File: config.mk
export PLATFORM = sky130hd
export DESIGN_NAME = lexer_token_scanner_flat
export DESIGN_NICKNAME = d
export VERILOG_FILES = /design/src/lts_pkg.sv /design/src/lts_ifs.sv /design/src/lts_result_queue.sv /design/src/lexer_token_scanner.sv /design/src/flat_wrapper.sv
export SDC_FILE = /design/constraint.sdc
export NUM_CORES = 1
export LEC_CHECK = 0
export BUFFER_PORTS_ARGS = -buffer_cell sky130_fd_sc_hd__buf_2
export CAP_MARGIN = 20
export CORE_MARGIN = 3
export CORE_UTILIZATION = 41
export CTS_CLUSTER_DIAMETER = 120
export DETAILED_ROUTE_END_ITERATION = 12
export GPL_TIMING_DRIVEN = 0
export SLEW_MARGIN = 30
export SYNTH_ARGS = -nofsm -noshare
export SYNTH_HDL_FRONTEND = slang
export SYNTH_SLANG_ARGS = --single-unit
File: constraint.sdc
create_clock -name clock -period 5.9 [get_ports clock]
set_input_delay 0.295 -clock clock [delete_from_list [all_inputs] [get_ports clock]]
set_output_delay 0.295 -clock clock [all_outputs]
set_load 0.02 [all_outputs]
File: src/lts_pkg.sv
`timescale 1ns / 1ps

package lts_pkg;

   localparam int POS_W  = 16;
   localparam int LINE_W = 16;
   localparam int KW_MAX = 6;
   localparam int WL_W   = $clog2(KW_MAX + 2);
   localparam int WIDX_W = $clog2(KW_MAX);
   localparam int KW_COUNT = 16;

   localparam int QUEUE_DEPTH = 4;
   localparam int QPTR_W = $clog2(QUEUE_DEPTH);
   localparam int QCNT_W = $clog2(QUEUE_DEPTH + 1);

   localparam logic [POS_W-1:0]  POS_MAX  = '1;
   localparam logic [LINE_W-1:0] LINE_MAX = '1;

   localparam logic [5:0] K_LPAREN   = 6'd0;
   localparam logic [5:0] K_RPAREN   = 6'd1;
   localparam logic [5:0] K_LBRACE   = 6'd2;
   localparam logic [5:0] K_RBRACE   = 6'd3;
   localparam logic [5:0] K_COMMA    = 6'd4;
   localparam logic [5:0] K_DOT      = 6'd5;
   localparam logic [5:0] K_MINUS    = 6'd6;
   localparam logic [5:0] K_PLUS     = 6'd7;
   localparam logic [5:0] K_SEMI     = 6'd8;
   localparam logic [5:0] K_ASTERISK = 6'd9;
   localparam logic [5:0] K_LBRACKET = 6'd10;
   localparam logic [5:0] K_RBRACKET = 6'd11;
   localparam logic [5:0] K_BANG     = 6'd12;
   localparam logic [5:0] K_EQUAL    = 6'd14;
   localparam logic [5:0] K_LESS     = 6'd16;
   localparam logic [5:0] K_GREATER  = 6'd18;
   localparam logic [5:0] K_SLASH    = 6'd20;
   localparam logic [5:0] K_IDENT    = 6'd21;
   localparam logic [5:0] K_NUMBER   = 6'd22;
   localparam logic [5:0] K_KEYWORD0 = 6'd23;
   localparam logic [5:0] K_EOF      = 6'd39;
   localparam logic [5:0] K_ERROR    = 6'd40;

   localparam logic [2:0] ERR_NONE        = 3'd0;
   localparam logic [2:0] ERR_UNEXPECTED  = 3'd1;
   localparam logic [2:0] ERR_NO_FRACTION = 3'd2;
   localparam logic [2:0] ERR_TWO_POINTS  = 3'd3;
   localparam logic [2:0] ERR_NO_EXPONENT = 3'd4;

   localparam logic [7:0] CH_LPAREN   = "(";
   localparam logic [7:0] CH_RPAREN   = ")";
   localparam logic [7:0] CH_LBRACE   = "{";
   localparam logic [7:0] CH_RBRACE   = "}";
   localparam logic [7:0] CH_COMMA    = ",";
   localparam logic [7:0] CH_POINT    = ".";
   localparam logic [7:0] CH_MINUS    = "-";
   localparam logic [7:0] CH_PLUS     = "+";
   localparam logic [7:0] CH_SEMI     = ";";
   localparam logic [7:0] CH_ASTERISK = "*";
   localparam logic [7:0] CH_LBRACKET = "[";
   localparam logic [7:0] CH_RBRACKET = "]";
   localparam logic [7:0] CH_BANG     = "!";
   localparam logic [7:0] CH_EQUAL    = "=";
   localparam logic [7:0] CH_LESS     = "<";
   localparam logic [7:0] CH_GREATER  = ">";
   localparam logic [7:0] CH_SLASH    = "/";
   localparam logic [7:0] CH_SPACE    = " ";
   localparam logic [7:0] CH_CR       = 8'h0D;
   localparam logic [7:0] CH_TAB      = 8'h09;
   localparam logic [7:0] CH_NEWLINE  = 8'h0A;
   localparam logic [7:0] CH_QUOTE    = 8'h22;
   localparam logic [7:0] CH_LOWER_E  = "e";
   localparam logic [7:0] CH_UPPER_E  = "E";
   localparam logic [7:0] CH_LOWER_F  = "f";
   localparam logic [7:0] CH_LOWER_I  = "i";
   localparam logic [7:0] CH_LOWER_U  = "u";
   localparam logic [7:0] CH_UNDERSCORE = "_";

   typedef enum logic [3:0] {
      M_IDLE, M_BANG, M_EQ, M_LESS, M_GREATER, M_SLASH, M_COMMENT, M_DOT,
      M_IDENT, M_NUM_BODY, M_NUM_POINT, M_EXP_SIGN, M_EXP_FIRST,
      M_EXP_DIGITS, M_SUF_DIGITS
   } mode_type;

   typedef logic [KW_MAX-1:0][7:0] word_buf_type;

   typedef struct packed {
      logic [5:0]  kind;
      logic [15:0] start;
      logic [15:0] length;
      logic [15:0] line;
      logic [2:0]  error;
      logic        last;
   } token_type;

   typedef struct packed {
      logic      first_valid;
      logic      second_valid;
      token_type first;
      token_type second;
   } push_type;

   localparam logic [8*KW_MAX-1:0] KW_TEXT [KW_COUNT] = '{
      "and", "class", "else", "false", "for", "fun", "if", "nil",
      "or", "print", "return", "super", "this", "true", "var", "while"
   };
   localparam logic [WL_W-1:0] KW_LEN [KW_COUNT] = '{
      3'd3, 3'd5, 3'd4, 3'd5, 3'd3, 3'd3, 3'd2, 3'd3,
      3'd2, 3'd5, 3'd6, 3'd5, 3'd4, 3'd4, 3'd3, 3'd5
   };

   function automatic logic is_digit(input logic [7:0] c);
      return (c >= "0") && (c <= "9");
   endfunction

   function automatic logic is_alpha(input logic [7:0] c);
      return ((c >= "a") && (c <= "z")) || ((c >= "A") && (c <= "Z"))
             || (c == CH_UNDERSCORE);
   endfunction

   function automatic logic [15:0] sat16(input logic [31:0] v);
      return (v > 32'h0000_FFFF) ? 16'hFFFF : v[15:0];
   endfunction

   function automatic logic [15:0] token_len(input logic [POS_W-1:0] last_pos,
                                              input logic [POS_W-1:0] first_pos);
      logic [POS_W-1:0] diff;
      diff = last_pos - first_pos;
      return (last_pos >= first_pos) ? sat16(32'(diff)) : 16'd0;
   endfunction

   function automatic logic [2:0] first_err(input logic [2:0] current,
                                            input logic [2:0] fresh);
      return (current == ERR_NONE) ? fresh : current;
   endfunction

   function automatic logic [5:0] kw_kind(input word_buf_type wbuf,
                                          input logic [WL_W-1:0] len);
      logic [5:0] kind;
      logic       hit;
      int         idx;
      kind = K_IDENT;
      for (int k = 0; k < KW_COUNT; k++) begin
         hit = (len == KW_LEN[k]);
         for (int i = 0; i < KW_MAX; i++) begin
            if (i < int'(KW_LEN[k])) begin
               idx = 8 * (int'(KW_LEN[k]) - 1 - i);
               if (wbuf[i] != KW_TEXT[k][idx +: 8]) begin
                  hit = 1'b0;
               end
            end
         end
         if (hit) begin
            kind = 6'(int'(K_KEYWORD0) + k);
         end
      end
      return kind;
   endfunction

endpackage

File: src/lts_ifs.sv
`timescale 1ns / 1ps

interface lts_req_if;
   logic       valid;
   logic       ready;
   logic [7:0] ch;
   logic       end_of_input;

   modport source (output valid, output ch, output end_of_input, input ready);
   modport sink (input valid, input ch, input end_of_input, output ready);
endinterface

interface lts_rsp_if;
   logic        valid;
   logic        ready;
   logic [5:0]  token_kind;
   logic [15:0] token_start;
   logic [15:0] token_length;
   logic [15:0] line_number;
   logic [2:0]  error_code;
   logic        last;

   modport source (output valid, output token_kind, output token_start,
                   output token_length, output line_number, output error_code,
                   output last, input ready);
   modport sink (input valid, input token_kind, input token_start,
                 input token_length, input line_number, input error_code,
                 input last, output ready);
endinterface

File: src/lts_result_queue.sv
`timescale 1ns / 1ps

module lts_result_queue (
   input  logic              clock,
   input  logic              reset,
   input  lts_pkg::push_type push,
   output logic              room,
   lts_rsp_if.source         rsp_chan
);
   import lts_pkg::*;

   token_type         slot_ff [QUEUE_DEPTH];
   logic [QPTR_W-1:0] wr_ptr_ff, wr_ptr_in;
   logic [QPTR_W-1:0] rd_ptr_ff, rd_ptr_in;
   logic [QCNT_W-1:0] count_ff, count_in;
   logic [QPTR_W-1:0] wr_next;
   logic [1:0]        n_push;
   logic              pop;
   token_type         head;

   assign pop     = rsp_chan.valid && rsp_chan.ready;
   assign n_push  = {1'b0, push.first_valid} + {1'b0, push.second_valid};
   assign wr_next = wr_ptr_ff + 1'b1;

   always_comb begin
      wr_ptr_in = wr_ptr_ff + QPTR_W'(n_push);
      rd_ptr_in = pop ? rd_ptr_ff + 1'b1 : rd_ptr_ff;
      count_in  = count_ff + QCNT_W'(n_push) - QCNT_W'(pop);
   end

   always_ff @(posedge clock) begin
      if (reset) begin
         wr_ptr_ff <= '0;
         rd_ptr_ff <= '0;
         count_ff  <= '0;
      end else begin
         wr_ptr_ff <= wr_ptr_in;
         rd_ptr_ff <= rd_ptr_in;
         count_ff  <= count_in;
      end
   end

   always_ff @(posedge clock) begin
      if (push.first_valid) begin
         slot_ff[wr_ptr_ff] <= push.first;
      end
      if (push.second_valid) begin
         slot_ff[wr_next] <= push.second;
      end
   end

   assign head  = slot_ff[rd_ptr_ff];
   assign room  = count_ff <= QCNT_W'(QUEUE_DEPTH - 2);

   assign rsp_chan.valid        = count_ff != '0;
   assign rsp_chan.token_kind   = head.kind;
   assign rsp_chan.token_start  = head.start;
   assign rsp_chan.token_length = head.length;
   assign rsp_chan.line_number  = head.line;
   assign rsp_chan.error_code   = head.error;
   assign rsp_chan.last         = head.last;

   a_count_bound: assert property (@(posedge clock) disable iff (reset)
      count_ff <= QCNT_W'(QUEUE_DEPTH))
      else $error("result queue count beyond its depth");

   a_pair_fits: assert property (@(posedge clock) disable iff (reset)
      push.second_valid |-> push.first_valid && count_ff <= QCNT_W'(QUEUE_DEPTH - 2))
      else $error("two words pushed without room for both");

   a_pop_drains: assert property (@(posedge clock) disable iff (reset)
      (pop && !push.first_valid) |=> count_ff == $past(count_ff) - 1'b1)
      else $error("queue count did not fall after a word was taken");

endmodule

File: src/lexer_token_scanner.sv
`timescale 1ns / 1ps

// Lexical scanner that takes one source byte per word on the request channel
// and returns tokens on the response channel, each with its kind, start offset,
// length, line and error code; a request word with end_of_input set flushes any
// pending token and adds an end-of-file token, then the scanner starts afresh.
// A request word is taken every cycle while the four-word result queue has room
// for two tokens, so the sustained rate is one byte per cycle whenever the
// response side keeps up; a byte that closes one token and is itself a
// one-character token gives two words, marked by last on the second. The scan
// state is updated in the cycle a byte is taken, and a token is presented on
// the response channel from the cycle after if no words are queued ahead of it.

module lexer_token_scanner (
   input logic       clock,
   input logic       reset,
   lts_req_if.sink   req_chan,
   lts_rsp_if.source rsp_chan
);
   import lts_pkg::*;

   mode_type          mode_ff, mode_in;
   logic [POS_W-1:0]  pos_ff, pos_in;
   logic [POS_W-1:0]  tb_ff, tb_in;
   logic [LINE_W-1:0] line_ff, line_in;
   logic [WL_W-1:0]   wl_ff, wl_in;
   logic              ps_ff, ps_in;
   logic [2:0]        ne_ff, ne_in;
   word_buf_type      word_buf_ff;

   logic              wb_we;
   logic [WIDX_W-1:0] wb_idx;
   logic [7:0]        ch;
   logic              accept;
   logic              room;
   logic [POS_W-1:0]  pos_next;
   logic [5:0]        ident_kind;
   logic [5:0]        op_kind;

   logic              a_v, b_v;
   logic [5:0]        a_kind, b_kind;
   logic [POS_W-1:0]  a_end, b_end;
   logic [2:0]        a_err, b_err;
   logic              rescan, chk_exp, chk_suf;
   token_type         tok_a, tok_b;
   push_type          push;

   assign ch         = req_chan.ch;
   assign accept     = req_chan.valid && req_chan.ready;
   assign pos_next   = (pos_ff == POS_MAX) ? pos_ff : pos_ff + 1'b1;
   assign ident_kind = kw_kind(word_buf_ff, wl_ff);
   assign req_chan.ready = room;

   always_comb begin
      case (mode_ff)
         M_BANG:    op_kind = K_BANG;
         M_EQ:      op_kind = K_EQUAL;
         M_LESS:    op_kind = K_LESS;
         M_GREATER: op_kind = K_GREATER;
         default:   op_kind = K_SLASH;
      endcase
   end

   always_comb begin
      mode_in = mode_ff;
      pos_in  = pos_ff;
      tb_in   = tb_ff;
      line_in = line_ff;
      wl_in   = wl_ff;
      ps_in   = ps_ff;
      ne_in   = ne_ff;
      wb_we   = 1'b0;
      wb_idx  = wl_ff[WIDX_W-1:0];
      a_v     = 1'b0;
      a_kind  = K_IDENT;
      a_end   = pos_ff;
      a_err   = ERR_NONE;
      b_v     = 1'b0;
      b_kind  = K_EOF;
      b_end   = pos_ff;
      b_err   = ERR_NONE;
      rescan  = 1'b0;
      chk_exp = 1'b0;
      chk_suf = 1'b0;

      if (req_chan.end_of_input) begin
         a_end = pos_ff;
         case (mode_ff)
            M_BANG, M_EQ, M_LESS, M_GREATER, M_SLASH: begin
               a_v    = 1'b1;
               a_kind = op_kind;
            end
            M_DOT: begin
               a_v    = 1'b1;
               a_kind = K_DOT;
            end
            M_IDENT: begin
               a_v    = 1'b1;
               a_kind = ident_kind;
            end
            M_NUM_POINT: begin
               a_v    = 1'b1;
               a_kind = K_NUMBER;
               a_err  = first_err(ne_ff, ERR_NO_FRACTION);
            end
            M_EXP_SIGN, M_EXP_FIRST: begin
               a_v    = 1'b1;
               a_kind = K_NUMBER;
               a_err  = first_err(ne_ff, ERR_NO_EXPONENT);
            end
            M_NUM_BODY, M_EXP_DIGITS, M_SUF_DIGITS: begin
               a_v    = 1'b1;
               a_kind = K_NUMBER;
               a_err  = ne_ff;
            end
            default: begin
               a_v = 1'b0;
            end
         endcase
         b_v     = 1'b1;
         b_kind  = K_EOF;
         b_end   = pos_ff;
         mode_in = M_IDLE;
         pos_in  = '0;
         tb_in   = '0;
         line_in = LINE_W'(1);
         wl_in   = '0;
         ps_in   = 1'b0;
         ne_in   = ERR_NONE;
      end else begin
         pos_in = pos_next;
         case (mode_ff)
            M_BANG, M_EQ, M_LESS, M_GREATER: begin
               a_v = 1'b1;
               if (ch == CH_EQUAL) begin
                  a_kind  = op_kind + 1'b1;
                  a_end   = pos_next;
                  mode_in = M_IDLE;
               end else begin
                  a_kind = op_kind;
                  rescan = 1'b1;
               end
            end
            M_SLASH: begin
               if (ch == CH_SLASH) begin
                  mode_in = M_COMMENT;
               end else begin
                  a_v    = 1'b1;
                  a_kind = K_SLASH;
                  rescan = 1'b1;
               end
            end
            M_COMMENT: begin
               rescan = (ch == CH_NEWLINE);
            end
            M_DOT: begin
               if (is_digit(ch)) begin
                  mode_in = M_NUM_BODY;
                  ps_in   = 1'b1;
                  ne_in   = ERR_NONE;
               end else begin
                  a_v    = 1'b1;
                  a_kind = K_DOT;
                  rescan = 1'b1;
               end
            end
            M_IDENT: begin
               if (is_alpha(ch) || is_digit(ch)) begin
                  wb_we = wl_ff < WL_W'(KW_MAX);
                  if (wl_ff <= WL_W'(KW_MAX)) begin
                     wl_in = wl_ff + 1'b1;
                  end
               end else begin
                  a_v    = 1'b1;
                  a_kind = ident_kind;
                  rescan = 1'b1;
               end
            end
            M_NUM_BODY: begin
               if (ch == CH_POINT) begin
                  if (ps_ff) begin
                     ne_in   = first_err(ne_ff, ERR_TWO_POINTS);
                     chk_exp = 1'b1;
                  end else begin
                     ps_in   = 1'b1;
                     mode_in = M_NUM_POINT;
                  end
               end else if (!is_digit(ch)) begin
                  chk_exp = 1'b1;
               end
            end
            M_NUM_POINT: begin
               if (is_digit(ch)) begin
                  mode_in = M_NUM_BODY;
               end else begin
                  ne_in   = first_err(ne_ff, ERR_NO_FRACTION);
                  chk_exp = 1'b1;
               end
            end
            M_EXP_SIGN: begin
               if (ch == CH_PLUS || ch == CH_MINUS) begin
                  mode_in = M_EXP_FIRST;
               end else if (is_digit(ch)) begin
                  mode_in = M_EXP_DIGITS;
               end else begin
                  ne_in   = first_err(ne_ff, ERR_NO_EXPONENT);
                  chk_suf = 1'b1;
               end
            end
            M_EXP_FIRST: begin
               if (is_digit(ch)) begin
                  mode_in = M_EXP_DIGITS;
               end else begin
                  ne_in   = first_err(ne_ff, ERR_NO_EXPONENT);
                  chk_suf = 1'b1;
               end
            end
            M_EXP_DIGITS: begin
               chk_suf = !is_digit(ch);
            end
            M_SUF_DIGITS: begin
               if (!is_digit(ch)) begin
                  a_v    = 1'b1;
                  a_kind = K_NUMBER;
                  a_err  = ne_ff;
                  rescan = 1'b1;
               end
            end
            default: begin
               rescan = 1'b1;
            end
         endcase

         if (chk_exp) begin
            if (ch == CH_LOWER_E || ch == CH_UPPER_E) begin
               mode_in = M_EXP_SIGN;
            end else begin
               chk_suf = 1'b1;
            end
         end

         if (chk_suf) begin
            if (ch == CH_LOWER_F) begin
               a_v     = 1'b1;
               a_kind  = K_NUMBER;
               a_end   = pos_next;
               a_err   = ne_in;
               mode_in = M_IDLE;
            end else if (ch == CH_LOWER_I || ch == CH_LOWER_U) begin
               mode_in = M_SUF_DIGITS;
            end else begin
               a_v    = 1'b1;
               a_kind = K_NUMBER;
               a_err  = ne_in;
               rescan = 1'b1;
            end
         end

         if (rescan) begin
            mode_in = M_IDLE;
            tb_in   = pos_ff;
            b_end   = pos_next;
            case (ch)
               CH_LPAREN: begin
                  b_v = 1'b1; b_kind = K_LPAREN;
               end
               CH_RPAREN: begin
                  b_v = 1'b1; b_kind = K_RPAREN;
               end
               CH_LBRACE: begin
                  b_v = 1'b1; b_kind = K_LBRACE;
               end
               CH_RBRACE: begin
                  b_v = 1'b1; b_kind = K_RBRACE;
               end
               CH_COMMA: begin
                  b_v = 1'b1; b_kind = K_COMMA;
               end
               CH_MINUS: begin
                  b_v = 1'b1; b_kind = K_MINUS;
               end
               CH_PLUS: begin
                  b_v = 1'b1; b_kind = K_PLUS;
               end
               CH_SEMI: begin
                  b_v = 1'b1; b_kind = K_SEMI;
               end
               CH_ASTERISK: begin
                  b_v = 1'b1; b_kind = K_ASTERISK;
               end
               CH_LBRACKET: begin
                  b_v = 1'b1; b_kind = K_LBRACKET;
               end
               CH_RBRACKET: begin
                  b_v = 1'b1; b_kind = K_RBRACKET;
               end
               CH_BANG:    mode_in = M_BANG;
               CH_EQUAL:   mode_in = M_EQ;
               CH_LESS:    mode_in = M_LESS;
               CH_GREATER: mode_in = M_GREATER;
               CH_SLASH:   mode_in = M_SLASH;
               CH_POINT:   mode_in = M_DOT;
               CH_SPACE, CH_CR, CH_TAB, CH_QUOTE: begin
                  mode_in = M_IDLE;
               end
               CH_NEWLINE: begin
                  if (line_ff != LINE_MAX) begin
                     line_in = line_ff + 1'b1;
                  end
               end
               default: begin
                  if (is_digit(ch)) begin
                     mode_in = M_NUM_BODY;
                     ps_in   = 1'b0;
                     ne_in   = ERR_NONE;
                  end else if (is_alpha(ch)) begin
                     mode_in = M_IDENT;
                     wb_we   = 1'b1;
                     wb_idx  = '0;
                     wl_in   = WL_W'(1);
                  end else begin
                     b_v    = 1'b1;
                     b_kind = K_ERROR;
                     b_err  = ERR_UNEXPECTED;
                  end
               end
            endcase
         end
      end
   end

   always_comb begin
      tok_a.kind   = a_kind;
      tok_a.start  = sat16(32'(tb_ff));
      tok_a.length = token_len(a_end, tb_ff);
      tok_a.line   = sat16(32'(line_ff));
      tok_a.error  = a_err;
      tok_a.last   = !b_v;

      tok_b.kind   = b_kind;
      tok_b.start  = sat16(32'(pos_ff));
      tok_b.length = token_len(b_end, pos_ff);
      tok_b.line   = sat16(32'(line_ff));
      tok_b.error  = b_err;
      tok_b.last   = 1'b1;

      push.first_valid  = accept && (a_v || b_v);
      push.second_valid = accept && a_v && b_v;
      push.first        = a_v ? tok_a : tok_b;
      push.second       = tok_b;
   end

   always_ff @(posedge clock) begin
      if (reset) begin
         mode_ff <= M_IDLE;
         pos_ff  <= '0;
         tb_ff   <= '0;
         line_ff <= LINE_W'(1);
         wl_ff   <= '0;
         ps_ff   <= 1'b0;
         ne_ff   <= ERR_NONE;
      end else if (accept) begin
         mode_ff <= mode_in;
         pos_ff  <= pos_in;
         tb_ff   <= tb_in;
         line_ff <= line_in;
         wl_ff   <= wl_in;
         ps_ff   <= ps_in;
         ne_ff   <= ne_in;
      end
   end

   always_ff @(posedge clock) begin
      if (accept && wb_we) begin
         word_buf_ff[wb_idx] <= ch;
      end
   end

   lts_result_queue u_queue (
      .clock    (clock),
      .reset    (reset),
      .push     (push),
      .room     (room),
      .rsp_chan (rsp_chan)
   );

   a_eof_restarts: assert property (@(posedge clock) disable iff (reset)
      (accept && req_chan.end_of_input)
      |=> mode_ff == M_IDLE && pos_ff == '0 && line_ff == LINE_W'(1))
      else $error("scanner state not cleared after end of input");

   a_begin_behind: assert property (@(posedge clock) disable iff (reset)
      tb_ff <= pos_ff)
      else $error("token start lies beyond the current position");

   a_pos_advance: assert property (@(posedge clock) disable iff (reset)
      (accept && !req_chan.end_of_input && pos_ff != POS_MAX)
      |=> pos_ff == $past(pos_ff) + 1'b1)
      else $error("position did not advance by one byte");

endmodule
File: src/flat_wrapper.sv
// flat-port wrapper written by rule: the top's interface ports become plain ports
module lexer_token_scanner_flat import lts_pkg::*;
  (clock, reset, req_chan_valid, req_chan_ch, req_chan_end_of_input, req_chan_ready, rsp_chan_valid, rsp_chan_token_kind, rsp_chan_token_start, rsp_chan_token_length, rsp_chan_line_number, rsp_chan_error_code, rsp_chan_last, rsp_chan_ready);
  lts_req_if req_chan_i ();
  lts_rsp_if rsp_chan_i ();
  input logic clock;
  input logic reset;
  input wire logic [$bits(req_chan_i.valid)-1:0] req_chan_valid;
  input wire logic [$bits(req_chan_i.ch)-1:0] req_chan_ch;
  input wire logic [$bits(req_chan_i.end_of_input)-1:0] req_chan_end_of_input;
  output wire logic [$bits(req_chan_i.ready)-1:0] req_chan_ready;
  output wire logic [$bits(rsp_chan_i.valid)-1:0] rsp_chan_valid;
  output wire logic [$bits(rsp_chan_i.token_kind)-1:0] rsp_chan_token_kind;
  output wire logic [$bits(rsp_chan_i.token_start)-1:0] rsp_chan_token_start;
  output wire logic [$bits(rsp_chan_i.token_length)-1:0] rsp_chan_token_length;
  output wire logic [$bits(rsp_chan_i.line_number)-1:0] rsp_chan_line_number;
  output wire logic [$bits(rsp_chan_i.error_code)-1:0] rsp_chan_error_code;
  output wire logic [$bits(rsp_chan_i.last)-1:0] rsp_chan_last;
  input wire logic [$bits(rsp_chan_i.ready)-1:0] rsp_chan_ready;
  assign req_chan_i.valid = req_chan_valid;
  assign req_chan_i.ch = req_chan_ch;
  assign req_chan_i.end_of_input = req_chan_end_of_input;
  assign req_chan_ready = req_chan_i.ready;
  assign rsp_chan_valid = rsp_chan_i.valid;
  assign rsp_chan_token_kind = rsp_chan_i.token_kind;
  assign rsp_chan_token_start = rsp_chan_i.token_start;
  assign rsp_chan_token_length = rsp_chan_i.token_length;
  assign rsp_chan_line_number = rsp_chan_i.line_number;
  assign rsp_chan_error_code = rsp_chan_i.error_code;
  assign rsp_chan_last = rsp_chan_i.last;
  assign rsp_chan_i.ready = rsp_chan_ready;
  lexer_token_scanner u_core (.clock(clock), .reset(reset), .req_chan(req_chan_i), .rsp_chan(rsp_chan_i));
endmodule
Word-level counts from Yosys, hierarchy flattened
Memories as Yosys holds them, arrays and structs flattened. A register that Yosys moved wholly into a read port is not among the register bits.
Index checks and enable logic that the tools add are counted.
{"block": "word_totals", "regBits": 114, "latchBits": 0, "ram_bits": 232, "rom_bits": 0, "output_inout_bits": 60, "word_cells": 392, "n_memories": 1}
{"block": "op_classes", "addsub": 12, "mul": 0, "div": 0, "magnitude_cmp": 13, "n_eq_ne": 92, "shift": 0, "muxes": 219, "bitwise": 0, "n_reduce_logical": 39}
{"memory": "u_core.u_queue.slot_ff", "words": 4, "word_bits": 58, "read_ports": 1, "rd_ports_with_merged_regs": 1, "wr": 2, "line_no": "lts_result_queue.sv:12", "rtl": "token_type slot_ff [QUEUE_DEPTH];"}
{"operator": "8-bit by 7-bit inequality test with 1-bit output, second input constant", "count": 43}
{"operator": "16-bit two-way mux", "count": 17}
{"operator": "8-bit by 6-bit == test with 1-bit output, second input constant", "count": 15}
{"operator": "3-bit two-way mux", "count": 35}
{"operator": "1-bit two-way mux", "count": 103}
{"operator": "4-bit two-way mux", "count": 25}
{"operator": "6-bit two-way mux", "count": 16}
{"operator": "8-bit by 7-bit == test with 1-bit output, second input constant", "count": 10}
{"operator": "6-bit case mux with 12 select lines", "count": 1}
{"operator": "58-bit two-way mux", "count": 1}
{"operator": "48-bit bitwise mux", "count": 1}
{"operator": "16-bit by 1-bit adder with 16-bit output, second input constant", "count": 2}
{"operator": "16-bit greater-or-equal comparator", "count": 2}
{"operator": "16-bit subtractor", "count": 2}
{"operator": "6-bit case mux with 5 select lines", "count": 1}
{"operator": "4-bit == test, second input constant", "count": 7}
{"operator": "4-bit case mux with 7 select lines", "count": 1}
{"operator": "8-bit demux with 3-bit select", "count": 1}
{"operator": "8-bit by 4-bit == test with 1-bit output, second input constant", "count": 3}
{"operator": "4-bit case mux with 6 select lines", "count": 1}
{"operator": "6-bit case mux with 4 select lines", "count": 1}
{"operator": "11-bit OR reduction", "count": 2}
{"operator": "22-bit OR reduction", "count": 1}
{"operator": "5-bit case mux with 4 select lines", "count": 1}
{"operator": "other kinds (47)", "count": 83}

Logic depth before layout (Yosys ltp)
Gate-level depths: netlist (run 1).
{"block": "depth", "ltp_word": 28, "depth_mapped": 23, "mapped_depth_nobuf": 18}

Cells and area by module
Synthesis (run 1) repeated with hierarchy kept, for this count alone.
{"block": "hier_totals", "hier_cells": 1755, "hier_area_um2": 20449.6}
{"mod": "lts_result_queue", "n_inst": 1, "cells_per_inst": 609, "area_per_inst_um2": 11592.4, "seq_area_each_um2": 7146.9}
{"mod": "lexer_token_scanner", "n_inst": 1, "cells_per_inst": 1146, "area_per_inst_um2": 8857.2, "seq_area_each_um2": 2622.5}

Worst setup path before layout (run 1)
Ideal clock, no wire load.
{"block": "synth_path", "path_type": "input to register", "from": "input port req_chan_ch[4]", "to": "memory u_core.u_queue.slot_ff[1][29] in the netlist's numbering (data pin)", "setup_time_ns": 0.268, "arrival_ns": 5.233, "required_time_ns": 5.632, "setup_slack_ns": 0.399, "stages": 23, "path_buffers": 5, "path_cell_list": "buf_6 or4b_1 buf_2 or3_4 a22oi_1 a21boi_0 a31o_2 buf_2 nor2_1 xnor2_1 ha_1 inv_1 fa_1 a211oi_1 o21ai_0 a31oi_1 nor3_1 or4_1 clkbuf_1 clkbuf_1 nand2_1 o21bai_1 o21ai_0"}
{"item": "from (decl)", "line_no": "flat_wrapper.sv:9", "rtl": "input wire logic [$bits(req_chan_i.ch)-1:0] req_chan_ch;"}
{"item": "to (decl)", "line_no": "lts_result_queue.sv:12"}

==> results of run 1 <==
[registers in the layout (all words and copies together) (netlist names), named ones only]
register and count:
u_core.u_queue.slot_ff 232, u_core.ps_ff 1, u_core.word_buf_ff 48, u_core.line_ff 16, u_core.pos_ff 16, u_core.tb_ff 16, u_core.mode_ff 4, u_core.u_queue.wr_ptr_ff 2
u_core.ne_ff 3, u_core.u_queue.rd_ptr_ff 2, u_core.wl_ff 3, u_core.u_queue.count_ff 3
[worst max-delay path: cells and delay by family (launching register included)]
| kind | cells | cell delay, ps |
|---|---|---|
| AO/OA/AOI/OAI | 8 | 1680 |
| AND/OR/NAND/NOR | 5 | 1390 |
| buffers and inverters | 6 | 1210 |
| adder cells (fa/ha/maj) | 2 | 650 |
| flip-flops | 1 | 290 |
| XOR/XNOR | 1 | 140 |
[worst max-delay path by stage]
stage / start / endpoint / depth (start not counted)
6_report: u_core.mode_ff[1] / u_core.u_queue.slot_ff[1][30] / 22
3_3_place_gp: req_chan_ch[4] / u_core.u_queue.slot_ff[1][35] / 19
5_1_grt: u_core.mode_ff[3] / u_core.u_queue.slot_ff[1][29] / 22
4_1_cts: req_chan_ch[4] / u_core.u_queue.slot_ff[1][35] / 20
2_1_floorplan: req_chan_ch[4] / u_core.u_queue.slot_ff[1][29] / 23
3_5_place_dp: req_chan_ch[5] / u_core.u_queue.slot_ff[1][24] / 23
[final cells by class]
cell class	count	share of cell area, %
plain buffers	108	2.34
flip-flops and latches	348	43.1
clock buffers	51	4.91
multi-input cells	1311	42.1
inverters	60	1.01
clock inverters	23	0.954
repair buffers	82	2.16
well taps	607	3.41
[layout by cell type, fill, tap and decap left out, types with 46 or more instances in the layout]
cell / instances
and2_1: 65
a21oi_1: 88
o21ai_0: 92
o22ai_1: 113
clkbuf_1: 62
nand3_1: 62
dfxtp_1: 84
inv_1: 48
nor2_1: 152
buf_2: 101
mux4_2: 58
edfxtp_1: 264
nand2_1: 112
xnor2_1: 46
[repair_timing]
action | 4_1_cts | 5_1_grt
pin swaps | 1 | 4
gates resized for setup | 16 | 27
buffers inserted | 0 | 7
endpoints found under the setup margin | 64 | 64
[per-stage QoR]
| step | hold slack, ps | setup TNS [ps] | util (%) | worst slack, ps |
|---|---|---|---|---|
| floorplan | 394 | 0 | - | 399 |
| global placement | 443 | -72160 | 44.2 | -1350 |
| detailed placement | 449 | -54130 | 44.3 | -1060 |
| CTS | 51.6 | 0 | 47.2 | 6.87 |
| global route | 57.9 | -21.3 | 47.6 | -18.4 |
| finish | 60.8 | 0 | 47.6 | 237 |
[power by group]
group	leakage (uW)	internal, uW	switching (uW)
registers	0.00320	3240	133
logic	0.00360	1010	1990
clock network	0.000642	1450	1030
total	0.00744	5700	3150
[logic make-up after synthesis]
logic type               after synthesis
AO/OA/AOI/OAI                        507
AND/OR/NAND/NOR                      637
adder cells (fa/ha/maj)               47
XOR/XNOR                              59
flip-flops                           348
buffers and inverters                169
multiplexers                          61
[metal layers]
layer / global-route usage, % / up-vias / wire (um)
li1: - / 7351 / -
met1: 34.9 / 7924 / 27700
met2: 39.1 / 811 / 28800
met3: 5.12 / 136 / 5380
met4: 7.87 / 2 / 1980
met5: 0 / - / 13
==> results.toml, run 1 <==
[hold_path]
whs_endpoint = "u_core.word_buf_ff[18]"
hold-path-cell-count = 1
hp-start = "req_chan_ch[2]"
min_path_type = "input port to register"

[cells_and_area]
multi_input_area_mm2 = 0.00939
syn_to_final_growth_pct = 13.9
nets = 2011
fin_cells = 2590
drive_above_1_share_pct = 15.9
design_area_mm2 = 0.0223
final-seq-area_mm2 = 0.00961
diodes = 0
fillers = 4318

[synthesis]
synthCells = 1828
synth_cell_type_count = 98
ys_seq_area_share_pct = 49.1
synth_compound_area_share_pct = 17.3
synthSimpleGateAreaFrac_pct = 17.3
ys_ff_latch = 348
ys_async_sr_fraction_pct = 0
synth_mux_area_share_pct = 6.83
ys_warn_count = 0
synth_top_area_share_pct = 40.5
synth-adder-area-share_pct = 3.12
yosys.cell_count.top_type = "edfxtp_1"
synth_top_area_cell = "edfxtp_1"
avgSynthCellArea_um2 = 10.7
synthXorXnorAreaFrac_pct = 2.64
synthTopCellsByArea = "edfxtp_1 (40%), dfxtp_1 (8.6%), mux4_2 (6.7%), o22ai_1 (3.6%), nor2_1 (3.0%)"
syn_area_mm2 = 0.0196
synthFlopType = "edfxtp_1"
ys_top_cells_by_count = "edfxtp_1 (264), nor2_1 (155), nand2_1 (113), o22ai_1 (113), o21ai_0 (94)"
synth_top_family_by_area = "compound AO/OA/AOI/OAI gates"
syn_nets = 1888
synth_edf_count = 264

[route]
drc = 0
wl_um = 63900
first_pass_iters = 5
drtIter0Drc = 1866
ant_nets = 0
vias_per_cell = 6.26
vias = 16200
drt-wirelength-per-cell_um = 24.7

[placed_design]
portBuffers = 71
hpwl_um = 45600
dpl_cell_area_mm2 = 0.0208
gp_congestion = 0.977
dp.cells = 2507

[floorplan]
core-area_mm2 = 0.0469
rows = 79
die_h_um = 225
start_util_pct = 41.8
die_w_um = 225
dieArea_mm2 = 0.0504
ioPinCount = 73

[worst_setup_path]
cp_common_cell = "clkbuf_1"
end_kind = "register"
cp-start-kind = "register"
critical_path_arrival_ps = 5920
worstPathMaxFanout = 10
worstRegToRegCells = 22
rrSetupSlack_ps = 240
crit_chain = "buf_2, or4b_1, clkbuf_1, a21oi_4, a21boi_4, a31o_2, clkbuf_4, nor2_2, xnor2_1, ha_1, inv_1, fa_1, a211oi_2, o21ai_1, a31oi_2, nor3_1, or4_1, clkbuf_1, clkbuf_2, nand2_1, o21bai_1, o21ai_0"
slowest_delay_ps = 520
path_class = "register to register"
critPathRequiredTime_ps = 6160
r2r_end = "u_core.u_queue.slot_ff[1][30]"
cp_slowest_cell = "or4b_1"
r2r-start = "u_core.mode_ff[1]"

[global_route]
grt_usage_pct = 24.9
grt_pass1_wl_um = 96200
grt_max_degree = 64
grt_pass1_vias = 15500
overflow = 0
antenna_found_initial = 2

[clock_network]
cts_hold_buf = 0
cts_sinks = 348
cts_made_buffers = 40
cts_root_buffer = "clkbuf_16"
clk_pin_slew_ps = 60
cts_tree = "yes"
htreeDepth = 2
insertion_delay_ps = 570
clockBufferDepth = 3

[power]
power.density_mw_per_mm2 = 397
power_leakage_uw = 0.00744
p_total_uw = 8850
worst_ir_drop_vdd_mv = 0.210

[timing]
slew_headroom_pct = 32.1
timing.fmax_mhz = 177
slew_violations = 0
hold_viol = 0
min_period_ps = 5660
fin_skew_ps = 18.4
finalCritPeriodShare_pct = 96.0
finalSetupViolations = 0
worstMarginPinSlew_ps = 1020

[flow_run]
drv_cap = 0

[status]
status = "finished, final reports clean"
Note: power is estimated with default switching activity, not from simulation.
==> inputs of run 2 (changes only) <==
--- a/config.mk
+++ b/config.mk
@@ -10,6 +10,7 @@
 export CORE_MARGIN = 3
 export CORE_UTILIZATION = 41
 export CTS_CLUSTER_DIAMETER = 120
+export CTS_CLUSTER_SIZE = 24
 export DETAILED_ROUTE_END_ITERATION = 12
 export GPL_TIMING_DRIVEN = 0
 export SLEW_MARGIN = 30
==> constraint.sdc (replaced) <==
create_clock -name clock -period 5.9 [get_ports clock]
set_input_delay 0.295 -clock clock [delete_from_list [all_inputs] [get_ports clock]]
set_output_delay 0.295 -clock clock [all_outputs]
set_load 0.05 [all_outputs]
==> run 2 against run 1 <==
Non-clock buffer count unchanged. Global-route usage decreased by 0.43 points. Utilization decreased by 1.6 points. Via count decreased by 1.5%. Wire length decreased by 1.2%. Sequential share of layout area increased by 1.5 points. Cell area decreased by 3.4%. Combinational power increased by 20%. Highest routed layer unchanged.
==> results.toml, run 2 (synthesis results as in run 1) <==
[route]
wl_um = 63100
drt-wirelength-per-cell_um = 24.8
first_pass_iters = 6
ant_nets = 0
drc = 0
vias = 16000
vias_per_cell = 6.27
drtIter0Drc = 1733

[cells_and_area]
top_regs = "u_core.u_queue.slot_ff (232), u_core.word_buf_ff (48)"
final_common_cell = "edfxtp_1"
largest-register = "u_core.u_queue.slot_ff"
fin_util_pct = 46.0
syn_to_final_growth_pct = 10.1
most-common-layout-cells = "edfxtp_1 (264), nor2_1 (152), o22ai_1 (113), nand2_1 (112), buf_2 (101)"
diodes = 0
multi_input_area_mm2 = 0.00940
drive_above_1_share_pct = 14.2
design_area_mm2 = 0.0215
fillers = 4372
final-seq-area_mm2 = 0.00961
largest_register_ff_count = 232
nets = 1989

[power]
worst_ir_drop_vdd_mv = 0.214
intPower_uw = 4890
power.density_mw_per_mm2 = 390
p_comb_share_pct = 42.8
switching_share_pct = 41.9
pwr-share-clk_pct = 17.2
power.switching_uw = 3520
power_leakage_uw = 0.00706
seq_power_share_pct = 40.0

[worst_setup_path]
crit_chain = "clkbuf_1, nor2b_2, o21ai_0, o32ai_2, o21ai_4, a31o_2, clkbuf_4, nor2_2, xnor2_1, ha_1, inv_1, fa_1, a211oi_2, o21ai_1, a31oi_2, nor3_1, or4_1, clkbuf_1, clkbuf_2, o211ai_1, o22ai_1"
path_class = "register to register"
cp_slowest_cell = "fa_1"
cp-start-kind = "register"
end_kind = "register"
slowest_delay_ps = 470
worstPathMaxFanout = 10
cp_common_cell = "clkbuf_1"
critPathRequiredTime_ps = 6160
critical_path_arrival_ps = 5890

[timing]
slew_violations = 0
finalCritPeriodShare_pct = 95.4
hold_slack_ps = 89.9
slew_headroom_pct = 33.2
hold_viol = 0
timing.fmax_mhz = 178
finalSetupViolations = 0
min_period_ps = 5630
worstMarginPinSlew_ps = 998
timing.final.ws_setup_ps = 270
fin_skew_ps = 19.8

[clock_network]
cts_tree = "yes"
htreeDepth = 1
cts_root_buffer = "clkbuf_16"
clockBufferDepth = 3
cts_sinks = 348
cts_hold_buf = 0
cts_made_buffers = 18
insertion_delay_ps = 540
clk_pin_slew_ps = 100

[floorplan]
ioPinCount = 73
start_util_pct = 41.8
core-area_mm2 = 0.0469
rows = 79
die_w_um = 225
die_h_um = 225
dieArea_mm2 = 0.0504

[flow_run]
drv_cap = 0

[placed_design]
portBuffers = 71
dpl_cell_area_mm2 = 0.0208
gp_congestion = 0.977
pre_cts_slack_ps = -1060
hpwl_um = 45600

[global_route]
grt_max_degree = 64
overflow = 0
grt_pass1_vias = 15200
grt_pass1_wl_um = 95100
grt_usage_pct = 24.5
antenna_found_initial = 2

[hold_path]
min_path_type = "input port to register"

[status]
status = "finished, final reports clean"
## run 2: cell count changes in the layout (fill, tap and decap cells not counted)
| cell | change |
|---|---|
| clkbuf_16 | -23 |
| clkinv_2 | -10 |
| clkinv_1 | -4 |
| clkbuf_1 | +3 |
| bufinv_16 | -2 |
| clkinv_4 | -2 |
| clkinvlp_4 | -2 |
| a21boi_1 | -1 |
| a21boi_2 | +1 |
| clkbuf_8 | -1 |
| clkinv_8 | -1 |
## run 2: critical path: cells and delay by family (launching register included)
family                   cells  cell delay, ps
AND/OR/NAND/NOR              4             940
adder cells (fa/ha/maj)      2             650
buffers and inverters        5            1000
XOR/XNOR                     1             140
AO/OA/AOI/OAI                9            2270
flip-flops                   1             350
## run 2: power groups by stage
stage / logic (uW) / registers [uW] / clock network, uW
after floorplan: 2550 / 3370 / 0
after global placement: 3510 / 3400 / 0
after detailed placement: 3560 / 3430 / 0
after CTS: 3580 / 3370 / 1470
after global routing: 3790 / 3410 / 1550
final: 3600 / 3360 / 1450
## run 2: area by class of cell
type | count | area share, %
Tap cell | 607 | 3.52
Inverter | 60 | 1.05
Multi-Input combinational cell | 1311 | 43.6
Timing Repair Buffer | 82 | 2.24
Sequential cell | 348 | 44.6
Clock buffer | 30 | 2.40
Clock inverter | 2 | 0.180
Buffer | 108 | 2.42
## run 2: final timing paths
path                                start                            end  slack, ps  cells past startpoint
min reg2reg  u_core.u_queue.slot_ff[2][0]   u_core.u_queue.slot_ff[2][0]        470                      1
min                        req_chan_ch[5]          u_core.word_buf_ff[5]         90                      1
max                     u_core.mode_ff[2]  u_core.u_queue.slot_ff[1][24]        270                     21
max reg2reg             u_core.mode_ff[2]  u_core.u_queue.slot_ff[1][24]        270                     21
## run 2: timing repair
item,4_1_cts,5_1_grt
buffers inserted,0,7
resized for setup,17,27
gates cloned,0,0
endpoints found under the setup margin,64,64
pin swaps,1,4
## run 2: per-layer routing
metal / share of wire, % / wire, um / GRT usage, % / up-vias
met5: 0.021 / 13 / 0 / -
met4: 3.2 / 2000 / 7.18 / 2
met3: 8.6 / 5450 / 4.69 / 126
met2: 45 / 28500 / 38.8 / 780
met1: 43 / 27200 / 34.4 / 7799
li1: - / - / - / 7275
## run 2: metrics by stage
stage	setup TNS, ps	instances	total power, uW
after CTS	0	2538	8420
after global routing	-5.96	2548	8750
final	0	2548	8410
after detailed placement	-54130	2507	6990
after floorplan	0	1828	5910
after global placement	-72160	2506	6920
